## src/design/lqrbc_pkg.sv

```systemverilog
// ----------------------------------------------------------------------------
// LQR balance control package
// Shared widths, register indexes, reset values, config bundle and FSM states.
// ----------------------------------------------------------------------------
package lqrbc_pkg;

  localparam int DATA_W     = 32;
  localparam int ERR_W      = 33;
  localparam int MUL_W      = 33;
  localparam int PROD_W     = 2 * MUL_W;
  localparam int ACC_W      = PROD_W + 1;
  localparam int PERIOD_W   = 24;
  localparam int LIMIT_W    = 31;
  localparam int FRAC_W     = 16;
  localparam int INC_W      = 34;
  localparam int ISUM_W     = INC_W + 1;
  localparam int HI_W       = ACC_W - FRAC_W;
  localparam int CFG_IDX_W  = 3;

  typedef logic [CFG_IDX_W-1:0] reg_idx_t;

  localparam reg_idx_t REG_GAIN_SPEED     = 3'd0;
  localparam reg_idx_t REG_GAIN_TILT      = 3'd1;
  localparam reg_idx_t REG_GAIN_TILT_RATE = 3'd2;
  localparam reg_idx_t REG_GAIN_INTEGRAL  = 3'd3;
  localparam reg_idx_t REG_SAMPLE_PERIOD  = 3'd4;
  localparam reg_idx_t REG_TILT_LIMIT     = 3'd5;
  localparam reg_idx_t REG_OUTPUT_LIMIT   = 3'd6;
  localparam reg_idx_t REG_INTEGRAL_LIMIT = 3'd7;

  localparam logic signed [DATA_W-1:0] RST_GAIN_SPEED     = -32'sd122913;
  localparam logic signed [DATA_W-1:0] RST_GAIN_TILT      = -32'sd1917465;
  localparam logic signed [DATA_W-1:0] RST_GAIN_TILT_RATE = -32'sd59769;
  localparam logic signed [DATA_W-1:0] RST_GAIN_INTEGRAL  = 32'sd30776;
  localparam logic [PERIOD_W-1:0]      RST_SAMPLE_PERIOD  = 24'd83886;
  localparam logic [LIMIT_W-1:0]       RST_TILT_LIMIT     = 31'd9151;
  localparam logic [LIMIT_W-1:0]       RST_OUTPUT_LIMIT   = 31'd13107;
  localparam logic [LIMIT_W-1:0]       RST_INTEGRAL_LIMIT = 31'd32768;

  typedef struct packed {
    logic signed [DATA_W-1:0] gain_speed;
    logic signed [DATA_W-1:0] gain_tilt;
    logic signed [DATA_W-1:0] gain_tilt_rate;
    logic signed [DATA_W-1:0] gain_integral;
    logic [PERIOD_W-1:0]      sample_period;
    logic [LIMIT_W-1:0]       tilt_limit;
    logic [LIMIT_W-1:0]       output_limit;
    logic [LIMIT_W-1:0]       integral_limit;
  } cfg_t;

  typedef enum logic [3:0] {
    ST_IDLE,
    ST_CHECK,
    ST_INC_MUL,
    ST_INTEG,
    ST_MAC1,
    ST_MAC2,
    ST_MAC3,
    ST_MAC4,
    ST_SAT
  } state_t;

endpackage

```

## src/design/lqrbc_cfg.sv

```systemverilog
// ----------------------------------------------------------------------------
// LQR balance control register file
// Holds gains, sample period and limits; written through the config channel.
// ----------------------------------------------------------------------------
module lqrbc_cfg (
  input  logic                          clk,
  input  logic                          rst_n,
  input  logic                          cfg_valid,
  output logic                          cfg_ready,
  input  lqrbc_pkg::reg_idx_t           cfg_index,
  input  logic [lqrbc_pkg::DATA_W-1:0]  cfg_data,
  output lqrbc_pkg::cfg_t               cfg
);

  lqrbc_pkg::cfg_t cfg_r;
  lqrbc_pkg::cfg_t cfg_nxt;

  assign cfg_ready = 1'b1;
  assign cfg       = cfg_r;

  always_comb begin
    cfg_nxt = cfg_r;
    if (cfg_valid) begin
      case (cfg_index)
        lqrbc_pkg::REG_GAIN_SPEED:     cfg_nxt.gain_speed     = $signed(cfg_data);
        lqrbc_pkg::REG_GAIN_TILT:      cfg_nxt.gain_tilt      = $signed(cfg_data);
        lqrbc_pkg::REG_GAIN_TILT_RATE: cfg_nxt.gain_tilt_rate = $signed(cfg_data);
        lqrbc_pkg::REG_GAIN_INTEGRAL:  cfg_nxt.gain_integral  = $signed(cfg_data);
        lqrbc_pkg::REG_SAMPLE_PERIOD:
          cfg_nxt.sample_period  = cfg_data[lqrbc_pkg::PERIOD_W-1:0];
        lqrbc_pkg::REG_TILT_LIMIT:
          cfg_nxt.tilt_limit     = cfg_data[lqrbc_pkg::LIMIT_W-1:0];
        lqrbc_pkg::REG_OUTPUT_LIMIT:
          cfg_nxt.output_limit   = cfg_data[lqrbc_pkg::LIMIT_W-1:0];
        lqrbc_pkg::REG_INTEGRAL_LIMIT:
          cfg_nxt.integral_limit = cfg_data[lqrbc_pkg::LIMIT_W-1:0];
        default: cfg_nxt = cfg_r;
      endcase
    end
  end

  always_ff @(posedge clk) begin
    if (!rst_n) begin
      cfg_r.gain_speed     <= lqrbc_pkg::RST_GAIN_SPEED;
      cfg_r.gain_tilt      <= lqrbc_pkg::RST_GAIN_TILT;
      cfg_r.gain_tilt_rate <= lqrbc_pkg::RST_GAIN_TILT_RATE;
      cfg_r.gain_integral  <= lqrbc_pkg::RST_GAIN_INTEGRAL;
      cfg_r.sample_period  <= lqrbc_pkg::RST_SAMPLE_PERIOD;
      cfg_r.tilt_limit     <= lqrbc_pkg::RST_TILT_LIMIT;
      cfg_r.output_limit   <= lqrbc_pkg::RST_OUTPUT_LIMIT;
      cfg_r.integral_limit <= lqrbc_pkg::RST_INTEGRAL_LIMIT;
    end else begin
      cfg_r <= cfg_nxt;
    end
  end

endmodule

```

## src/design/lqrbc_mul.sv

```systemverilog
// ----------------------------------------------------------------------------
// LQR balance control shared multiplier
// Registered signed 33x33 multiply, reused for every product of an item.
// ----------------------------------------------------------------------------
module lqrbc_mul (
  input  logic                                 clk,
  input  logic signed [lqrbc_pkg::MUL_W-1:0]   op_a,
  input  logic signed [lqrbc_pkg::MUL_W-1:0]   op_b,
  output logic signed [lqrbc_pkg::PROD_W-1:0]  prod_r
);

  always_ff @(posedge clk) begin
    prod_r <= lqrbc_pkg::PROD_W'(op_a) * lqrbc_pkg::PROD_W'(op_b);
  end

endmodule

```

## src/design/lqrbc_core.sv

```systemverilog
// ----------------------------------------------------------------------------
// LQR balance control sequencer and datapath
// Steps one item through tilt check, integral update and four-term MAC.
// ----------------------------------------------------------------------------
module lqrbc_core (
  input  logic                                 clk,
  input  logic                                 rst_n,
  input  lqrbc_pkg::cfg_t                      cfg,
  input  logic                                 in_tvalid,
  output logic                                 in_tready,
  input  logic [4*lqrbc_pkg::DATA_W-1:0]       in_tdata,
  input  logic                                 in_tuser,
  output logic                                 out_tvalid,
  input  logic                                 out_tready,
  output logic [lqrbc_pkg::DATA_W-1:0]         out_tdata,
  output logic                                 out_tuser,
  output logic signed [lqrbc_pkg::MUL_W-1:0]   mul_a,
  output logic signed [lqrbc_pkg::MUL_W-1:0]   mul_b,
  input  logic signed [lqrbc_pkg::PROD_W-1:0]  prod
);

  localparam int DW = lqrbc_pkg::DATA_W;

  lqrbc_pkg::state_t state_r, state_nxt;

  logic signed [DW-1:0]               speed_r, tilt_r, rate_r, target_r;
  logic signed [DW-1:0]               speed_nxt, tilt_nxt, rate_nxt, target_nxt;
  logic signed [lqrbc_pkg::ERR_W-1:0] err_r, err_nxt;
  logic signed [DW-1:0]               integ_r, integ_nxt;
  logic signed [lqrbc_pkg::ACC_W-1:0] acc_r, acc_nxt;
  logic                               cut_r, cut_nxt;
  logic                               out_valid_r, out_valid_nxt;
  logic [DW-1:0]                      out_drive_r, out_drive_nxt;
  logic                               out_active_r, out_active_nxt;

  logic [DW:0]                         abs_tilt;
  logic signed [lqrbc_pkg::PROD_W-1:0] inc_shift;
  logic signed [lqrbc_pkg::INC_W-1:0]  inc;
  logic signed [lqrbc_pkg::ISUM_W-1:0] isum, ilim;
  logic signed [lqrbc_pkg::ACC_W-1:0]  acc_shift;
  logic signed [lqrbc_pkg::HI_W-1:0]   hi;
  logic signed [lqrbc_pkg::HI_W:0]     neg, olim;
  logic signed [DW-1:0]                drive_sat;
  logic                                slot_free;

  assign in_tready  = (state_r == lqrbc_pkg::ST_IDLE);
  assign out_tvalid = out_valid_r;
  assign out_tdata  = out_drive_r;
  assign out_tuser  = out_active_r;
  assign slot_free  = !out_valid_r || out_tready;

  always_comb begin
    abs_tilt  = tilt_r[DW-1] ? (DW+1)'(-$signed({tilt_r[DW-1], tilt_r}))
                             : {1'b0, tilt_r};
    inc_shift = prod >>> 24;
    inc       = inc_shift[lqrbc_pkg::INC_W-1:0];
    isum      = lqrbc_pkg::ISUM_W'(inc) + lqrbc_pkg::ISUM_W'(integ_r);
    ilim      = $signed({4'b0, cfg.integral_limit});
    acc_shift = acc_r >>> lqrbc_pkg::FRAC_W;
    hi        = acc_shift[lqrbc_pkg::HI_W-1:0];
    neg       = -((lqrbc_pkg::HI_W+1)'(hi));
    olim      = $signed({{(lqrbc_pkg::HI_W+1-lqrbc_pkg::LIMIT_W){1'b0}}, cfg.output_limit});
    if (neg > olim) begin
      drive_sat = DW'(olim);
    end else if (neg < -olim) begin
      drive_sat = DW'(-olim);
    end else begin
      drive_sat = neg[DW-1:0];
    end
  end

  always_comb begin
    state_nxt      = state_r;
    speed_nxt      = speed_r;
    tilt_nxt       = tilt_r;
    rate_nxt       = rate_r;
    target_nxt     = target_r;
    err_nxt        = err_r;
    integ_nxt      = integ_r;
    acc_nxt        = acc_r;
    cut_nxt        = cut_r;
    out_valid_nxt  = out_valid_r && !out_tready;
    out_drive_nxt  = out_drive_r;
    out_active_nxt = out_active_r;
    mul_a          = '0;
    mul_b          = '0;
    case (state_r)
      lqrbc_pkg::ST_IDLE: begin
        if (in_tvalid) begin
          speed_nxt  = $signed(in_tdata[DW-1:0]);
          tilt_nxt   = $signed(in_tdata[2*DW-1:DW]);
          rate_nxt   = $signed(in_tdata[3*DW-1:2*DW]);
          target_nxt = $signed(in_tdata[4*DW-1:3*DW]);
          if (in_tuser) begin
            state_nxt = lqrbc_pkg::ST_CHECK;
          end
        end
      end
      lqrbc_pkg::ST_CHECK: begin
        err_nxt = lqrbc_pkg::ERR_W'(speed_r) - lqrbc_pkg::ERR_W'(target_r);
        if (abs_tilt > {2'b0, cfg.tilt_limit}) begin
          cut_nxt   = 1'b1;
          integ_nxt = '0;
          state_nxt = lqrbc_pkg::ST_SAT;
        end else begin
          cut_nxt   = 1'b0;
          state_nxt = lqrbc_pkg::ST_INC_MUL;
        end
      end
      lqrbc_pkg::ST_INC_MUL: begin
        mul_a     = err_r;
        mul_b     = $signed({9'b0, cfg.sample_period});
        state_nxt = lqrbc_pkg::ST_INTEG;
      end
      lqrbc_pkg::ST_INTEG: begin
        if (isum > ilim) begin
          integ_nxt = DW'(ilim);
        end else if (isum < -ilim) begin
          integ_nxt = DW'(-ilim);
        end else begin
          integ_nxt = isum[DW-1:0];
        end
        mul_a     = lqrbc_pkg::MUL_W'(cfg.gain_speed);
        mul_b     = err_r;
        state_nxt = lqrbc_pkg::ST_MAC1;
      end
      lqrbc_pkg::ST_MAC1: begin
        acc_nxt   = lqrbc_pkg::ACC_W'(prod);
        mul_a     = lqrbc_pkg::MUL_W'(cfg.gain_tilt);
        mul_b     = lqrbc_pkg::MUL_W'(tilt_r);
        state_nxt = lqrbc_pkg::ST_MAC2;
      end
      lqrbc_pkg::ST_MAC2: begin
        acc_nxt   = acc_r + lqrbc_pkg::ACC_W'(prod);
        mul_a     = lqrbc_pkg::MUL_W'(cfg.gain_tilt_rate);
        mul_b     = lqrbc_pkg::MUL_W'(rate_r);
        state_nxt = lqrbc_pkg::ST_MAC3;
      end
      lqrbc_pkg::ST_MAC3: begin
        acc_nxt   = acc_r + lqrbc_pkg::ACC_W'(prod);
        mul_a     = lqrbc_pkg::MUL_W'(cfg.gain_integral);
        mul_b     = lqrbc_pkg::MUL_W'(integ_r);
        state_nxt = lqrbc_pkg::ST_MAC4;
      end
      lqrbc_pkg::ST_MAC4: begin
        acc_nxt   = acc_r + lqrbc_pkg::ACC_W'(prod);
        state_nxt = lqrbc_pkg::ST_SAT;
      end
      lqrbc_pkg::ST_SAT: begin
        if (slot_free) begin
          out_valid_nxt  = 1'b1;
          out_drive_nxt  = cut_r ? '0 : drive_sat;
          out_active_nxt = !cut_r;
          state_nxt      = lqrbc_pkg::ST_IDLE;
        end
      end
      default: state_nxt = lqrbc_pkg::ST_IDLE;
    endcase
  end

  always_ff @(posedge clk) begin
    if (!rst_n) begin
      state_r     <= lqrbc_pkg::ST_IDLE;
      out_valid_r <= 1'b0;
      integ_r     <= '0;
      cut_r       <= 1'b0;
    end else begin
      state_r     <= state_nxt;
      out_valid_r <= out_valid_nxt;
      integ_r     <= integ_nxt;
      cut_r       <= cut_nxt;
    end
  end

  always_ff @(posedge clk) begin
    speed_r      <= speed_nxt;
    tilt_r       <= tilt_nxt;
    rate_r       <= rate_nxt;
    target_r     <= target_nxt;
    err_r        <= err_nxt;
    acc_r        <= acc_nxt;
    out_drive_r  <= out_drive_nxt;
    out_active_r <= out_active_nxt;
  end

endmodule

```

## src/design/lqr_balance_control_with_integral_unit.sv

```systemverilog
// ----------------------------------------------------------------------------
// LQR balance control with integral action
// Usage:
//   in_*   : one control tick per item. in_tdata carries speed, tilt, tilt_rate
//            and speed_target; in_tuser is the sample-valid flag. A tick with
//            the flag low is consumed with no result and no state change.
//   out_*  : one result per valid tick; out_tdata is the drive command,
//            out_tuser is high while the loop runs, low on tilt cutoff.
//   cfg_*  : register writes by index, taken every cycle; write only while
//            no item is in flight.
// Timing: a valid tick steps through check, increment multiply, integral update,
//   four MAC steps and saturation (only check and saturation on tilt cutoff),
//   using five passes through the single shared 33x33 multiplier. in_tready is
//   high again in the cycle the result is loaded; no tick is taken before then.
// Stall: a finished result waits in the output register; a following item
//   is accepted and worked on, and holds in its last step until that
//   register is taken.
// Reset: registers return to their defaults, the speed-error integral clears
//   and no result is pending.
// ----------------------------------------------------------------------------
module lqr_balance_control_with_integral_unit (
  input  logic                                  clk,
  input  logic                                  rst_n,
  input  logic                                  in_tvalid,
  output logic                                  in_tready,
  input  logic [4*lqrbc_pkg::DATA_W-1:0]        in_tdata,   // speed, tilt, tilt_rate, speed_target
  input  logic                                  in_tuser,   // sample_valid
  output logic                                  out_tvalid,
  input  logic                                  out_tready,
  output logic [lqrbc_pkg::DATA_W-1:0]          out_tdata,  // drive
  output logic                                  out_tuser,  // active
  input  logic                                  cfg_valid,
  output logic                                  cfg_ready,
  input  lqrbc_pkg::reg_idx_t                   cfg_index,
  input  logic [lqrbc_pkg::DATA_W-1:0]          cfg_data
);

  lqrbc_pkg::cfg_t                      cfg;
  logic signed [lqrbc_pkg::MUL_W-1:0]   mul_a, mul_b;
  logic signed [lqrbc_pkg::PROD_W-1:0]  prod;

  lqrbc_cfg u_cfg (
    .clk       (clk),
    .rst_n     (rst_n),
    .cfg_valid (cfg_valid),
    .cfg_ready (cfg_ready),
    .cfg_index (cfg_index),
    .cfg_data  (cfg_data),
    .cfg       (cfg)
  );

  lqrbc_mul u_mul (
    .clk    (clk),
    .op_a   (mul_a),
    .op_b   (mul_b),
    .prod_r (prod)
  );

  lqrbc_core u_core (
    .clk        (clk),
    .rst_n      (rst_n),
    .cfg        (cfg),
    .in_tvalid  (in_tvalid),
    .in_tready  (in_tready),
    .in_tdata   (in_tdata),
    .in_tuser   (in_tuser),
    .out_tvalid (out_tvalid),
    .out_tready (out_tready),
    .out_tdata  (out_tdata),
    .out_tuser  (out_tuser),
    .mul_a      (mul_a),
    .mul_b      (mul_b),
    .prod       (prod)
  );

`ifndef ASSERT_OFF
  a_cutoff_zero: assert property (@(posedge clk) disable iff (!rst_n)
    out_tvalid && !out_tuser |-> out_tdata == '0)
    else $error("cutoff result with nonzero drive");

  a_drive_limit: assert property (@(posedge clk) disable iff (!rst_n)
    out_tvalid |->
      ($signed(out_tdata) <= $signed({1'b0, cfg.output_limit})) &&
      ($signed(out_tdata) >= -$signed({1'b0, cfg.output_limit})))
    else $error("drive outside output limit");

  a_skip_invalid: assert property (@(posedge clk) disable iff (!rst_n)
    in_tvalid && in_tready && !in_tuser |=> in_tready)
    else $error("invalid sample started work");

  a_busy_valid: assert property (@(posedge clk) disable iff (!rst_n)
    in_tvalid && in_tready && in_tuser |=> !in_tready)
    else $error("valid sample did not start work");
`endif

endmodule
```

## config.mk

```make
export PLATFORM = sky130hd
export DESIGN_NAME = lqr_balance_control_with_integral_unit
export DESIGN_NICKNAME = d
export VERILOG_FILES = /design/src/design/lqrbc_pkg.sv /design/src/design/lqrbc_cfg.sv /design/src/design/lqrbc_mul.sv /design/src/design/lqrbc_core.sv /design/src/design/lqr_balance_control_with_integral_unit.sv
export SDC_FILE = /design/constraint.sdc
export NUM_CORES = 2
export LEC_CHECK = 0
export BUFFER_PORTS_ARGS = -buffer_cell sky130_fd_sc_hd__buf_2
export CAP_MARGIN = 40
export CORE_MARGIN = 5
export CORE_UTILIZATION = 51
export CTS_CLUSTER_DIAMETER = 50
export DETAILED_ROUTE_END_ITERATION = 10
export PLACE_DENSITY = 0.78
export SLEW_MARGIN = 20
export SYNTH_ARGS = -nofsm -noshare
export SYNTH_HDL_FRONTEND = slang
export SYNTH_SLANG_ARGS = --single-unit
```

## constraint.sdc

```tcl
create_clock -name clk -period 19.6 [get_ports clk]
set_clock_uncertainty 0.15 [all_clocks]
set_input_delay 2.94 -clock clk [delete_from_list [all_inputs] [get_ports clk]]
set_output_delay 2.94 -clock clk [all_outputs]
set_load 0.02 [all_outputs]
```

# Word-level counts from Yosys, hierarchy flattened
# Cells that the tools add are included.
[word_totals]
ff_bits = 610
inputBits = 169
out_inout_bits = 36
word_cells = 95
[classes]
add_sub_neg = 7
mul = 1
magnitude_cmp = 5
n_eq_ne = 19
muxes = 18
n_reduce_logical = 23
[ops]
columns = ["operator", "count"]
rows = [
  ["case mux 33 bit (5 select lines)", 2],
  ["case mux 67 bit (2 select lines)", 1],
  ["two-way mux 32 bit", 4],
  ["adder 67 x 66 -> 67 bit", 1],
  ["multiplier 33 x 33 -> 66 bit", 1],
  ["case mux 32 bit (2 select lines)", 1],
  ["> comparator 52 x 32 -> 1 bit", 1],
  ["< comparator 52 bit", 1],
  ["negator 31 -> 52 bit", 1],
  ["negator 51 -> 52 bit", 1],
  ["case mux 4 bit (9 select lines)", 1],
  ["adder 34 x 32 -> 35 bit", 1],
  ["> comparator 35 x 32 -> 1 bit", 1],
  ["< comparator 35 bit", 1],
  ["negator 31 -> 35 bit", 1],
  ["> comparator 33 x 31 -> 1 bit", 1],
  ["two-way mux 33 bit", 1],
  ["negator 32 -> 33 bit", 1],
  ["subtractor 32 x 32 -> 33 bit", 1],
  ["two-way mux 31 bit", 1],
  ["AND reduction 2 bit", 11],
  ["equality test 4 x 3 -> 1 bit (second input constant)", 4],
  ["two-way mux 4 bit", 4],
  ["equality test 3 bit (second input constant)", 4],
  ["17 further kinds", 26],
]

# Depth between registers and ports, before layout
[depth]
word_depth = 5
ltp_mapped = 39
depth_no_buf = 34

# Cells and area by module
# From an unflattened synthesis, not the netlist that was laid out.
[unflattened]
hier_cells = 8245
hier_area_um2 = 76789.9
[modules_own_cells]
columns = ["mod", "n_inst", "cells_each", "area_each_um2", "seq_area_each_um2"]
rows = [
  ["lqrbc_mul", 1, 4294, 40278.6, 1321.3],
  ["lqrbc_core", 1, 3073, 27214.9, 8598.2],
  ["lqrbc_cfg", 1, 878, 9296.4, 4904.7],
]

# Least setup slack after synthesis
# No wires, ideal clock.
[synth_path]
kind = "flip-flop to flip-flop"
start = "register u_core.state_r[2]"
end = "register u_mul.prod_r[65] (netlist bit)"
arrival_time_ps = 10344
required_time_ps = 19328
slack_ps = 8984
path_stages_with_launch = 34
n_path_buf = 3
cell_sequence = "dfxtp_1 clkbuf_1 nand2b_1 clkinv_1 clkbuf_1 nand2_1 nand2_1 clkbuf_1 nand2_1 fa_1 fa_1 inv_1 fa_1 inv_1 fa_1 fa_1 fa_1 inv_1 fa_1 inv_1 fa_1 inv_1 ha_1 and4_1 nor2b_1 o2111ai_1 a211oi_1 o21ai_0 a21oi_1 o211ai_1 a21oi_1 a31oi_1 o31a_1 a311o_1"
[synth_between]
elab_chain_cells = 3
elab_cells_between_ends = 8
[synth_rtl]
columns = ["item", "line", "text"]
rows = [
  ["start, declared", "lqrbc_core.sv:24", "lqrbc_pkg::state_t state_r, state_nxt;"],
  ["start signal, assigned", "lqrbc_core.sv:163", "state_r <= lqrbc_pkg::ST_IDLE;"],
  ["start signal, assigned", "lqrbc_core.sv:168", "state_r <= state_nxt;"],
  ["equality test 4 x 3 -> 1 bit / equality test 4 x 2 -> 1 bit (equally long branches)", "lqrbc_core.sv:87", "case (state_r)"],
  ["case mux 33 bit (5 select lines)", "lqrbc_core.sv:87", ""],
  ["multiplier 33 x 33 -> 66 bit *", "lqrbc_mul.sv:13", "prod_r <= lqrbc_pkg::PROD_W'(op_a) * lqrbc_pkg::PROD_W'(op_b);"],
  ["end signal, assigned", "lqrbc_mul.sv:13", ""],
  ["end, declared", "lqrbc_mul.sv:9", "output logic signed [lqrbc_pkg::PROD_W-1:0] prod_r"],
]
# Every way passes the cells marked *; elsewhere a longest branch is shown, timed or not.
# A chain may end at the register's enable or synchronous reset.

# Worst setup path after layout
[layout_path]
start = "register u_core.state_r[1]"
end = "register u_mul.prod_r[65] (netlist bit)"
# Same word-level chain as after synthesis.

==> qor.yml <==
run_status:
  status: "finished clean"
power:
  pwr-share-comb_pct: 18.2
  leakage_uw: 0.0385
  power.net_switching_uw: 1110
  p_sw_share_pct: 31.2
  p_int_uw: 2460
  clkPwrFrac_pct: 41.2
  p_total_uw: 3580
  power.density_mw_per_mm2: 43.7
  seqPwrFrac_pct: 40.7
  ir_worst_vdd_uv: 72.5
synth:
  synth_common_cells: "1407 x nand2_1, 1382 x inv_1, 1148 x fa_1"
  synthMuxAreaShare_pct: 0.573
  syn_area_mm2: 0.0757
  synth_compound_area_share_pct: 11.8
  synthFlopType: "dfxtp_1"
  ys_warn_count: 0
  synth.yosys.seq_area_share_pct: 19.6
  synth.distinct_cells: 86
  synth-async-reset-ratio_pct: 0
  yosys-top-cells-area: "fa_1 30%, edfxtp_1 10%, dfxtp_1 9.2%, ha_1 8.8%, nand2_1 7.0%"
  syn_nets: 10500
  yosys.area.top_type: "fa_1"
  yosysMostFrequentCell: "nand2_1"
  synth_top_family_by_area: "adder cells"
  synthSimpleGateAreaFrac_pct: 16.3
  ys_ff_latch: 610
  syn-instance-count: 8654
  synth_area_per_cell_um2: 8.75
  synth_fa_ha_area_share_pct: 39.1
  yosys.area.top_type_share_pct: 30.4
  synth_edf_count: 261
  synth_xor_xnor_area_share_pct: 3.55
setup_path:
  cp.required_ns: 20.01
  crit_type: "reg2reg"
  endpoint_kind: "flip-flop"
  startpoint_type: "flip-flop"
  crit_top_cell: "fa_1"
  cp_max_fo: 31
  worst_path_largest_cell_delay_ns: 0.84
  crit_slowest_cell: "a211oi_1"
  cp_data_arrival_time_ns: 12.39
timing:
  maxSlewViolCount: 0
  clock.fmax_ghz: 0.0835
  fin_setup_tns_ns: 0
  hold_ws_ns: 0.313
  fin_crit_sh_pct: 61.1
  slew_headroom_pct: 21.7
  worstMarginPinSlew_ns: 1.18
  setup_viol: 0
  period_minus_slack_ns: 11.98
  rsz0062_at_grt: "false"
  final-hold-violation-count: 0
floorplanning:
  die_area_mm2: 0.156
  ioPinCount: 205
  die_w_um: 395
  core_mm2: 0.148
  initial_core_util_pct: 51.3
  std_cell_rows: 141
  die_h_um: 395
layout:
  nets: 10500
  drive_above_1_share_pct: 6.73
  fin_util_pct: 55.5
  area_growth_pct: 8.21
drt:
  antenna_left: 0
  vias: 64700
  drt_iter0_drc: 6792
  viasPerCell: 6.06
  drc: 0
  drt-total-wl_um: 270000
  first_pass_iters: 7
  wl_per_cell_um: 25.3
clock_tree:
  ctsLongestPathBuffers: 3
  cts_made_buffers: 76
  hold_buffers: 0
  numClockSinks: 610
  path_clk_slew_ns: 0.06
  cts-resized-gates: 0
  clkLatencyLatePin_ns: 0.69
  htreeDepth: 3
  cts_setup_buffers: 0
  cts_tree: "done"
  root_buffer: "clkbuf_16"
global_routing:
  grt_usage_pct: 34.0
  grt_pass1_wl_um: 401000
  grt_max_degree: 93
  grt_pass1_vias: 66000
  grt_overflow: 0
  antenna_found_initial: 20
run:
  max-cap-violations: 0
placed_design:
  place.gp.congestion: 1.01
  port_buffers: 203
  dp_hpwl_um: 209000
min_path:
  hold_class: "reg2reg"
==> cell type report <==
class,count,area [um^2]
flip-flops and latches,610,14800
repair buffers,367,2630
clock buffers,102,2210
inverters,1384,5200
fillers,12900,65700
multi-input cells,6228,54200
clock inverters,40,425
well taps,1930,2410
diodes,7,17.5
==> routing by layer <==
layer  GRT usage (%)  share of wire (%)  wire, um  vias to the layer above
met2            52.8                 44    118000                     4020
met3            10.1                 12     32600                     1242
met5           0.216              0.032        85                        -
met1            41.3                 36     96100                    31500
li1                -                  -         -                    27900
met4            22.0                8.5     23000                        8
==> cells in the final DEF, fill, tap and decap left out, types with 93 or more instances in the layout <==
cell      Yosys  final
a21boi_0    150    150
inv_1      1382   1382
nand4_1      93     93
dfxtp_1     349    348
o21ai_0     242    239
fa_1       1148   1148
ha_1        531    531
edfxtp_1    261    261
nand3_1     170    168
xnor2_1     226    226
nand2_1    1407   1404
buf_4         1    130
buf_2         2    204
nor2_1      755    747
a21o_1      173    173
a21oi_1     308    306
==> through the flow <==
step | instances | worst slack [ns] | cell area (um^2)
2_1_floorplan | 8654 | 8.98 | 75700
3_3_place_gp | 10500 | 8.16 | 78600
3_5_place_dp | 10500 | 7.98 | 79200
4_1_cts | 10700 | 7.95 | 81800
5_1_grt | 10700 | 7.31 | 81900
6_report | 10700 | 7.62 | 81900
==> power groups by stage <==
stage / combinational [uW] / sequential [uW] / clock [uW]
after detailed placement: 624 / 1480 / 0
after global routing: 692 / 1450 / 1540
after global placement: 604 / 1480 / 0
final: 650 / 1450 / 1470
after CTS: 628 / 1450 / 1490
after floorplan: 398 / 1450 / 0
==> final timing paths <==
check,depth (start not counted),end,startpoint,slack [ns]
setup / recovery,32,u_mul.prod_r[65]$_DFF_P_,u_core.state_r[1]$_SDFFE_PN0P_,7.62
hold / removal,2,u_cfg.cfg[85]$_SDFFE_PN0P_,u_cfg.cfg[85]$_SDFFE_PN0P_,0.31
setup reg to reg,32,u_mul.prod_r[65]$_DFF_P_,u_core.state_r[1]$_SDFFE_PN0P_,7.62
hold reg to reg,2,u_cfg.cfg[85]$_SDFFE_PN0P_,u_cfg.cfg[85]$_SDFFE_PN0P_,0.31
==> critical path, delay by kind of cell, from the launching register on <==
kind	cells	cell delay, ns
adder cells (fa/ha/maj)	9	4.33
buffers and inverters	8	1.61
flip-flops	1	0.71
AND/OR/NAND/NOR	5	1.34
AO/OA/AOI/OAI	10	3.64
==> sequential cells by signal (all words and copies together), names as in the netlist, 4 cells and up <==
name and cells:
u_core.err_r 33, u_core.acc_r 67, u_core.out_tdata 32, u_cfg.cfg 245, u_core.speed_r 32, u_core.integ_r 32
u_core.rate_r 32, u_core.tilt_r 32, u_core.target_r 32, u_mul.prod_r 66, u_core.state_r 4
==> kinds of logic after synthesis <==
kind of cell             after synthesis
AO/OA/AOI/OAI                       1355
XOR/XNOR                             307
adder cells (fa/ha/maj)             1679
buffers and inverters               1816
flip-flops                           610
multiplexers                          43
other                                  1
AND/OR/NAND/NOR                     2843
(Power assumes the default switching activity.)
